File: src/hw/rtl/vgff_pkg.sv
// ----------------------------------------------------------------------------
// VFD grid frame formatter package
// Shared widths, beat layouts, operation codes, gray levels and the grid
// bit tables used by the frame formatter modules.
// ----------------------------------------------------------------------------
package vgff_pkg;

	localparam int unsigned FRAME_WIDTH_DEF  = 128;
	localparam int unsigned FRAME_HEIGHT_DEF = 32;

	localparam int unsigned PIX_W  = 2;
	localparam int unsigned WORD_W = 24;
	localparam int unsigned OFF_W  = 11;
	localparam int unsigned OP_W   = 3;

	// Input beat layout.
	localparam int unsigned IN_TDATA_W = 40;
	localparam int unsigned X_LSB      = 0;
	localparam int unsigned Y_LSB      = 7;
	localparam int unsigned WID_LSB    = 12;
	localparam int unsigned HGT_LSB    = 20;
	localparam int unsigned COLOR_LSB  = 26;
	localparam int unsigned GRID_LSB   = 28;

	// Output beat layout.
	localparam int unsigned OUT_TDATA_W = 64;
	localparam int unsigned PV_LSB      = 0;
	localparam int unsigned SIN1_LSB    = 2;
	localparam int unsigned SIN2_LSB    = 26;
	localparam int unsigned BOFF_LSB    = 50;

	typedef enum logic [OP_W-1:0] {
		OP_WRITE   = 3'd0,
		OP_READ    = 3'd1,
		OP_FILL    = 3'd2,
		OP_RECT    = 3'd3,
		OP_OUTLINE = 3'd4,
		OP_EMIT    = 3'd5
	} op_t;

	localparam logic [PIX_W-1:0] PIX_FULL = 2'd0;
	localparam logic [PIX_W-1:0] PIX_TWO  = 2'd1;
	localparam logic [PIX_W-1:0] PIX_ONE  = 2'd2;
	localparam logic [PIX_W-1:0] PIX_OFF  = 2'd3;

	// Tag that follows a frame read to the stage where its data returns.
	typedef struct packed {
		logic       valid;
		logic       is_read;
		logic       inframe;
		logic       odd;
		logic [3:0] idx;
		logic       group_end;
		logic [2:0] group;
	} tag_t;

	// Drive bit of a pixel at position (row % 4) * 3 + column in grid.
	function automatic logic [WORD_W-1:0] grid_bit(input logic odd, input logic [3:0] idx);
		logic [WORD_W-1:0] b;
		b = '0;
		if (!odd) begin
			case (idx)
				4'd0:    b = 24'h800000;
				4'd1:    b = 24'h200000;
				4'd2:    b = 24'h080000;
				4'd3:    b = 24'h020000;
				4'd4:    b = 24'h008000;
				4'd5:    b = 24'h002000;
				4'd6:    b = 24'h000800;
				4'd7:    b = 24'h000200;
				4'd8:    b = 24'h000080;
				4'd9:    b = 24'h000020;
				4'd10:   b = 24'h000008;
				4'd11:   b = 24'h000002;
				default: b = '0;
			endcase
		end else begin
			case (idx)
				4'd0:    b = 24'h040000;
				4'd1:    b = 24'h100000;
				4'd2:    b = 24'h400000;
				4'd3:    b = 24'h001000;
				4'd4:    b = 24'h004000;
				4'd5:    b = 24'h010000;
				4'd6:    b = 24'h000040;
				4'd7:    b = 24'h000100;
				4'd8:    b = 24'h000400;
				4'd9:    b = 24'h000001;
				4'd10:   b = 24'h000004;
				4'd11:   b = 24'h000010;
				default: b = '0;
			endcase
		end
		return b;
	endfunction

endpackage

File: src/hw/rtl/vgff_grid_packer.sv
// ----------------------------------------------------------------------------
// Grid word packer
// Folds one returned pixel per cycle, while grid reads arrive, into the drive
// word pair of the current row group, and starts over after its last pixel.
// ----------------------------------------------------------------------------
module vgff_grid_packer (
	input  logic                        clk,
	input  logic                        arst_n,
	input  vgff_pkg::tag_t              tag,
	input  logic [vgff_pkg::PIX_W-1:0]  pixel,
	output logic [vgff_pkg::WORD_W-1:0] sin1,
	output logic [vgff_pkg::WORD_W-1:0] sin2
);
	import vgff_pkg::*;

	logic [WORD_W-1:0] sin1_q;
	logic [WORD_W-1:0] sin2_q;
	logic [WORD_W-1:0] bit_sel;
	logic [PIX_W-1:0]  level;

	always_comb begin
		bit_sel = grid_bit(tag.odd, tag.idx);
		level   = tag.inframe ? pixel : PIX_OFF;
		sin1    = sin1_q;
		sin2    = sin2_q;
		case (level)
			PIX_FULL: begin
				sin1 = sin1_q | bit_sel;
				sin2 = sin2_q | bit_sel;
			end
			PIX_TWO: sin2 = sin2_q | bit_sel;
			PIX_ONE: sin1 = sin1_q | bit_sel;
			default: ;
		endcase
	end

	always_ff @(posedge clk or negedge arst_n) begin
		if (!arst_n) begin
			sin1_q <= '0;
			sin2_q <= '0;
		end else if (tag.valid && !tag.is_read) begin
			sin1_q <= tag.group_end ? '0 : sin1;
			sin2_q <= tag.group_end ? '0 : sin2;
		end
	end

endmodule

File: config.mk
export PLATFORM = sky130hd
export DESIGN_NAME = vgff_grid_packer
export DESIGN_NICKNAME = d
export VERILOG_FILES = /design/src/hw/rtl/vgff_pkg.sv /design/src/hw/rtl/vgff_grid_packer.sv
export SDC_FILE = /design/constraint.sdc
export NUM_CORES = 1
export LEC_CHECK = 0
export BUFFER_PORTS_ARGS = -buffer_cell sky130_fd_sc_hd__buf_2
export CAP_MARGIN = 10
export CORE_MARGIN = 5
export CORE_UTILIZATION = 55
export CTS_CLUSTER_DIAMETER = 150
export DETAILED_ROUTE_END_ITERATION = 8
export PLACE_DENSITY = 0.88
export SLEW_MARGIN = 20
export SYNTH_ARGS = -nofsm -noshare
export SYNTH_HDL_FRONTEND = slang
export SYNTH_SLANG_ARGS = --single-unit
File: constraint.sdc
create_clock -name clk -period 2.1 [get_ports clk]
set_clock_uncertainty 0.15 [all_clocks]
set_input_delay 0.42 -clock clk [delete_from_list [all_inputs] [get_ports clk]]
set_output_delay 0.42 -clock clk [all_outputs]
set_load 0.01 [all_outputs]
# After elaboration in Yosys (flattened, before gate mapping)
# Memories as Yosys holds them, arrays and structs flattened.
# Cells that the tools add are included.
# classes
mul	0
n_lt_le_gt_ge	0
add_sub_neg	0
n_div	0
shift	0
n_reduce_logical	5
eq_ne	2
mux	6
bitwise	2
# ops
op	n
$mux W24	5
$or A24 B24 Y24	2
$reduce_or A2 Y1	2
$eq A2 B1 Y1 const B	1
$eq A2 B2 Y1 const B	1
$logic_not A2 Y1	1
$mux W2	1
$logic_and A1 B1 Y1	1
$logic_not A1 Y1	1
# word_totals
memories	2
romBits	384
latchBits	0
regBits	48
word_cells	19
output_inout_bits	48
input_bits	16
mem_bits_rw	0
# memory_table
name	words	word_bits	rd	rd_ports_with_merged_regs	write_ports	line_no	source
(name not given)	16	12	1	0	0	vgff_pkg.sv:62	case (idx)
(name not given)	16	12	1	0	0	vgff_pkg.sv:78	case (idx)

# Longest topological paths before layout
# Gate-level depths: netlist of the first run.
# depth
word_depth	5
mapped_depth	5
mapped_depth_nobuf	3

# Worst setup path before layout of the first run
# No wires, ideal clock.
# synth_path
path_kind	input port to output port
start	in tag[5] in the netlist's numbering
end	out sin1[14] in the netlist's numbering
required_ps	1530
arrival_ps	1189
path_buffers	2
path_stages	4
path_slack_ps	341
path_cell_list	buf_4 > buf_2 > and2b_1 > a21o_1
# synth_via
elab_chain_len	4
# synth_rtl
item	line_no	source
start, declared	vgff_grid_packer.sv:9	input vgff_pkg::tag_t tag,
$mem_v2 Z16 W12	--	
$mux W24	vgff_pkg.sv:61	if (!odd) begin
$or A24 B24 Y24	vgff_grid_packer.sv:28, vgff_grid_packer.sv:32	
$mux W24	--	
end, declared	vgff_grid_packer.sv:11	output logic [vgff_pkg::WORD_W-1:0] sin1,
# No other way between the ends.

# Final worst setup path of the first run
# Ends and elaborated chain as after synthesis.

==> results.tsv, run 1 <==
metric	value	unit
Cell Area, Synth	2520	µm²
quantity of I/O buffers inserted on ports	60	
crit path from	tag[5]	
vias per cell	5.92	
GPL Wtd Cong	0.908	
initial antenna violation count	0	
status	complete, no violations	
Seq cells post-synth	48	
Layout area overhead	20.0	%
Buf+Inv Stages, Crit Path	3	
total grt overflow	0	
clock buffer depth	2	
CP arrival	1.45	ns
row count	24	
core area	4380	µm²
largest net degree at the start of global routing	57	
Cell Pwr Density	615	nW/µm²
DR WL/cell	17.3	µm
drc violations	0	
CP max stage cell	buf_2	
share of layout cells above drive strength 1	35.8	%
vias in the first global route	2094	
Cell Chain, Critical Path	buf_2 -> buf_4 -> and2b_1 -> a21o_1 -> buf_2	
Synth Instances	251	
Clock Sinks	48	
First-pass DRT Iterations	4	
Hold Vio Cnt, Final	0	
Die Wd	77.7	µm
final worst setup slack	0.0817	ns
Setup crit end kind	primary output	
most frequent cells in the layout	59 x buf_2, 48 x nand2_1, 48 x dfrtp_1	
post-place setup slack	0.0784	ns
Starting Density	57.4	%
antenna-violating nets left	0	
Slew headroom	64.5	%
yosys warns	0	
# setup viols final	0	
htree depth	2	
post-synthesis simple-gate area fraction	21.8	%
CP max FO	10	
post-synthesis compound-gate area fraction	25.8	%
setup_tns	0	ns
setup repair bufs after CTS	0	
Die H	77.7	µm
Worst path top cell family by delay	buffers and inverters	
Worst path max stage delay	0.26	ns
Max Slew Vio Count	0	
final core occ	68.9	%
highest ir drop seen on vdd	0.454	mV
clk root buf	clkbuf_8	
adder-cell area share of the yosys netlist	0	%
main combinational cell family by area after synthesis	compound AO/OA/AOI/OAI gates	
io pins	64	
fmax	495	MHz
Iter 0 DRT Violations	241	
worst hold start	tag[3]	
Final Total Pwr	1.86	mW
Worst Path Required	1.53	ns
worst min path class	in2reg	
Mapped Nets	267	
post-synthesis mux area share	0	%
FF-to-FF Start	sin2_q[11]	
Startpoint Class	input pin	
CTS tree	built	
CP dominant cell by count	buf_2	
first-pass GRT wire length	10600	µm
ANT cells	0	
most common cell after layout, fill and taps aside	buf_2	
mean area per synthesized cell	10.0	µm²
min cycle time layout	2.02	ns
Post-layout nets	328	
Yosys cell types	36	
Final period util	96.1	%
Num CTS Buffers	5	
Post-Layout Cell Count	365	
hpwl dp	4570	µm
Routed WL	6300	µm
via count	2162	
type of the worst setup path	in2out	
Clk Latency, worst-skew pair	0.31	ns
global-route usage over all layers	21.7	%
Die ar.	6030	µm²
Leak Pwr	1.71	nW
Reg clk slew, reported paths	0.08	ns
# placed instances	356	
Max-cap violations	0	
post-synthesis xor/xnor area fraction	0	%
RSZ-0062 raised after global routing	false	
Tightest Pin Transition	0.533	ns
sequential cell area fraction in the yosys report	47.7	%
## metrics by stage
stage / cell area [µm²] / hold slack [ns]
finish: 3020 / 0.332
CTS: 3020 / 0.327
floorplan: 2520 / -0.0256
global placement: 2890 / 0.264
global route: 3020 / 0.356
detailed placement: 2890 / 0.283
## layout make-up
| type | count | area, µm² |
|---|---|---|
| inverters | 1 | 3.75 |
| clock buffers | 6 | 82.6 |
| multi-input cells | 183 | 1200 |
| fillers | 321 | 1360 |
| well taps | 52 | 65.1 |
| flip-flops and latches | 48 | 1200 |
| clock inverters | 2 | 38.8 |
| repair buffers | 73 | 428 |
## routing by layer
metal,part of all wire (%),GRT usage [%]
met5,0,0
met4,1.4,6.19
met3,4.6,4.40
met2,51,35.5
met1,43,29.4
## path summary, 6_finish.rpt
| kind | endpoint | slack, ns | cells past startpoint |
|---|---|---|---|
| min in group asynchronous | sin1_q[3] | 0.47 | 2 |
| min | sin2_q[13] | 0.33 | 4 |
| max in group asynchronous | sin1_q[8] | 0.80 | 3 |
| max | sin1[14] | 0.08 | 5 |
| max reg2reg | sin2_q[11] | 1.23 | 1 |
| min reg2reg | sin1_q[9] | 0.34 | 2 |
## synth_stat cells
| library cell | count | share of area, % |
|---|---|---|
| nand4_2 | 1 | 0.50 |
| nor2b_1 | 2 | 0.50 |
| dfrtp_1 | 48 | 48 |
| nor3b_1 | 1 | 0.30 |
| or3b_1 | 1 | 0.35 |
| and3b_1 | 1 | 0.35 |
| nor3b_2 | 1 | 0.50 |
| buf_4 | 3 | 0.89 |
| a21o_2 | 3 | 1.0 |
| nor4b_4 | 3 | 2.8 |
| and4b_4 | 1 | 0.55 |
| a21o_1 | 27 | 8.1 |
| nand2_2 | 6 | 1.5 |
| buf_6 | 2 | 0.89 |
| and4bb_4 | 3 | 1.9 |
| a31o_2 | 9 | 3.1 |
| and3b_2 | 1 | 0.40 |
| a31o_1 | 1 | 0.35 |
| inv_1 | 1 | 0.15 |
| clkbuf_1 | 2 | 0.30 |
| o21ai_1 | 35 | 7.0 |
| nand2b_1 | 2 | 0.50 |
| a41o_2 | 1 | 0.45 |
| o21bai_1 | 6 | 1.8 |
| and2b_1 | 3 | 0.89 |
| buf_2 | 12 | 2.4 |
| o21ai_0 | 5 | 0.99 |
| nand3b_1 | 2 | 0.60 |
| nor3_2 | 1 | 0.40 |
| nor2_1 | 5 | 0.75 |
| a22o_1 | 8 | 2.8 |
| nand3_1 | 3 | 0.60 |
| and4b_1 | 1 | 0.40 |
| nor4_4 | 1 | 0.84 |
| o31ai_1 | 1 | 0.30 |
| nand2_1 | 48 | 7.2 |
## cells by family after synthesis
family,after synthesis
buffers and inverters,20
AND/OR/NAND/NOR,87
AO/OA/AOI/OAI,96
flip-flops,48
## state kept, by name, indices dropped and copies added, names as in the netlist
| register | cells |
|---|---|
| sin1_q | 24 |
| sin2_q | 24 |
## power breakdown
part           total, mW  internal [mW]  switching (mW)
registers          0.943          0.936         0.00699
clock network      0.707          0.389           0.317
logic              0.207         0.0761           0.131
total               1.86           1.40           0.455
## timing repair
item,in CTS,in global routing
endpoints found under the setup margin,0,2
hold endpoints to repair,21,0
gates resized for setup,0,2
hold buffers,1,0
Note: power is estimated with default switching activity, not from simulation.
==> run 2: changes to the inputs <==
--- a/config.mk
+++ b/config.mk
@@ -5,13 +5,14 @@
 export SDC_FILE = /design/constraint.sdc
 export NUM_CORES = 1
 export LEC_CHECK = 0
-export BUFFER_PORTS_ARGS = -buffer_cell sky130_fd_sc_hd__buf_2
 export CAP_MARGIN = 10
 export CORE_MARGIN = 5
 export CORE_UTILIZATION = 55
 export CTS_CLUSTER_DIAMETER = 150
 export DETAILED_ROUTE_END_ITERATION = 8
-export PLACE_DENSITY = 0.88
+export DONT_BUFFER_PORTS = 1
+export GPL_TIMING_DRIVEN = 0
+export PLACE_DENSITY = 0.76
 export SLEW_MARGIN = 20
 export SYNTH_ARGS = -nofsm -noshare
 export SYNTH_HDL_FRONTEND = slang
==> constraint.sdc (replaced) <==
create_clock -name clk -period 2.1 [get_ports clk]
set_clock_uncertainty 0.15 [all_clocks]
set_input_delay 0.315 -clock clk [delete_from_list [all_inputs] [get_ports clk]]
set_output_delay 0.315 -clock clk [all_outputs]
set_load 0.01 [all_outputs]
==> results.tsv, run 2 (synthesis results as in run 1) <==
metric	value	unit	change
status	complete, no violations		
internal power	1.22	mW	-13%
vias in the first global route	1892		-9.6%
Post-layout nets	276		-16%
Slew headroom	67.2	%	+2.7 points
Max Slew Vio Count	0		unchanged
Cell Chain, Critical Path	nor2_1 -> nand4_2 -> o31ai_1		
Iter 0 DRT Violations	167		-31%
core area	4380	µm²	unchanged
Final Total Pwr	1.65	mW	-11%
register share of total power	57.0	%	+6.2 points
DP Area	2580	µm²	-10%
Worst path max stage delay	0.49	ns	+0.23 ns
Hold Vio Cnt, Final	0		unchanged
FF-to-FF Start	sin2_q[15]		
Starting Density	57.4	%	unchanged
CTS tree	built		
clk root buf	clkbuf_8		
Gate power share	11.1	%	about the same
Layout area overhead	7.31	%	
Routed WL	6260	µm	-0.57%
min cycle time layout	1.72	ns	-0.297 ns
RSZ-0062 raised after global routing	false		
via count	1927		-11%
First-pass DRT Iterations	4		unchanged
fmax	581	MHz	+17%
DR WL/cell	20.1	µm	+16%
Final period util	82.0	%	-14 points
footprint of the multi-input gates	1200	µm²	-0.10%
Die Wd	77.7	µm	unchanged
layout filler cell count	386		+20%
Worst Path Required	1.63	ns	+0.10 ns
GPL Wtd Cong	0.783		-14%
CP arrival	1.26	ns	-0.19 ns
vias per cell	6.18		+4.3%
share of layout cells above drive strength 1	21.5	%	-14 points
worst min path class	in2reg		
clock buffer depth	2		unchanged
htree depth	2		unchanged
antenna-violating nets left	0		unchanged
type of the worst setup path	in2out		
Setup crit end kind	primary output		
setup_tns	0	ns	unchanged
first-pass GRT wire length	10500	µm	-0.32%
Largest regs	sin1_q: 24 flops, sin2_q: 24 flops		
P_sw	0.430	mW	-5.5%
Cell Pwr Density	612	nW/µm²	-0.51%
Num CTS Buffers	5		unchanged
CP max FO	8		-2
register area	1200	µm²	unchanged
ANT cells	0		unchanged
clock network fraction of total power	31.9	%	-6.2 points
final worst setup slack	0.379	ns	+0.297 ns
most frequent cells in the layout	48 x nand2_1, 48 x dfrtp_1, 35 x o21ai_1		
setup repair bufs after CTS	0		unchanged
global-route usage over all layers	21.9	%	+0.17 points
Die ar.	6030	µm²	unchanged
Sw Ratio	26.0	%	+1.5 points
largest net degree at the start of global routing	49		-14%
Reg clk slew, reported paths	0.09	ns	about the same
total grt overflow	0		unchanged
row count	24		unchanged
Tightest Pin Transition	0.492	ns	-0.0407 ns
initial antenna violation count	0		unchanged
Leak Pwr	1.39	nW	-18%
# setup viols final	0		unchanged
drc violations	0		unchanged
Startpoint Class	input pin		
crit path from	tag[7]		
CP max stage cell	o31ai_1		
Clock Sinks	48		unchanged
Max-cap violations	0		unchanged
Design Area, Final	2700	µm²	-11%
worst hold start	tag[6]		
Clk Latency, worst-skew pair	0.30	ns	about the same
io pins	64		unchanged
quantity of I/O buffers inserted on ports	0		-100%
post-place setup slack	0.381	ns	+0.303 ns
Die H	77.7	µm	unchanged
highest ir drop seen on vdd	0.286	mV	-37%
hpwl dp	4420	µm	-3.3%
## run 2: changes by cell type in the layout (fill, tap and decap cells not counted), sizes merged
cell / previous run / this run
bufinv: 1 / 0
clkinvlp: 0 / 1
buf: 71 / 18
## run 2: routing by layer
layer  routed length [µm]  track usage (%)  up-vias
met1                 2860             31.6      956
met2                 2830             32.5       54
met3                  549             7.41        2
met5                    0                0        -
met4                   26             4.12        0
li1                     -                -      915
## run 2: repair_timing
action	CTS	global route
setup endpoints to repair	0	0
gates resized for setup	0	0
endpoints found under the hold margin	48	0
hold buffers	2	0
## run 2: per-stage QoR
stage          hold WS, ns  utilization [%]  instances
6_report            0.0793             61.6        312
5_1_grt              0.106             61.6        312
4_1_cts             0.0740             61.6        312
3_5_place_dp        -0.130             58.9        303
3_3_place_gp        -0.129             58.9        303
2_1_floorplan       -0.131                -        251
## run 2: cell type report
cell class	count	area share (%)
repair buffers	2	1.39
multi-input cells	183	44.4
plain buffers	19	4.17
well taps	52	2.41
clock buffers	5	2.55
flip-flops and latches	48	44.5
clock inverters	2	0.463
inverters	1	0.139
## run 2: worst paths after layout
check                             end  slack, ns  cells after the start
setup / recovery             sin2[13]       0.38                      3
hold / removal             sin2_q[19]       0.08                      3
setup reg to reg           sin2_q[15]       1.24                      1
hold reg to reg            sin1_q[16]       0.33                      2
max in group asynchronous  sin1_q[13]       1.22                      2
min in group asynchronous   sin2_q[8]       0.36                      2
## run 2: critical path: cells and delay by family
family           cells  cell delay [ns]
AND/OR/NAND/NOR      2             0.46
AO/OA/AOI/OAI        1             0.49
## run 2: power groups by stage
stage,clock network [mW],logic [mW],registers [mW]
after detailed placement,0,0.157,0.961
after floorplan,0,0.124,0.959
after global placement,0,0.156,0.960
final,0.527,0.183,0.942
after global routing,0.572,0.201,0.944
after CTS,0.539,0.184,0.942
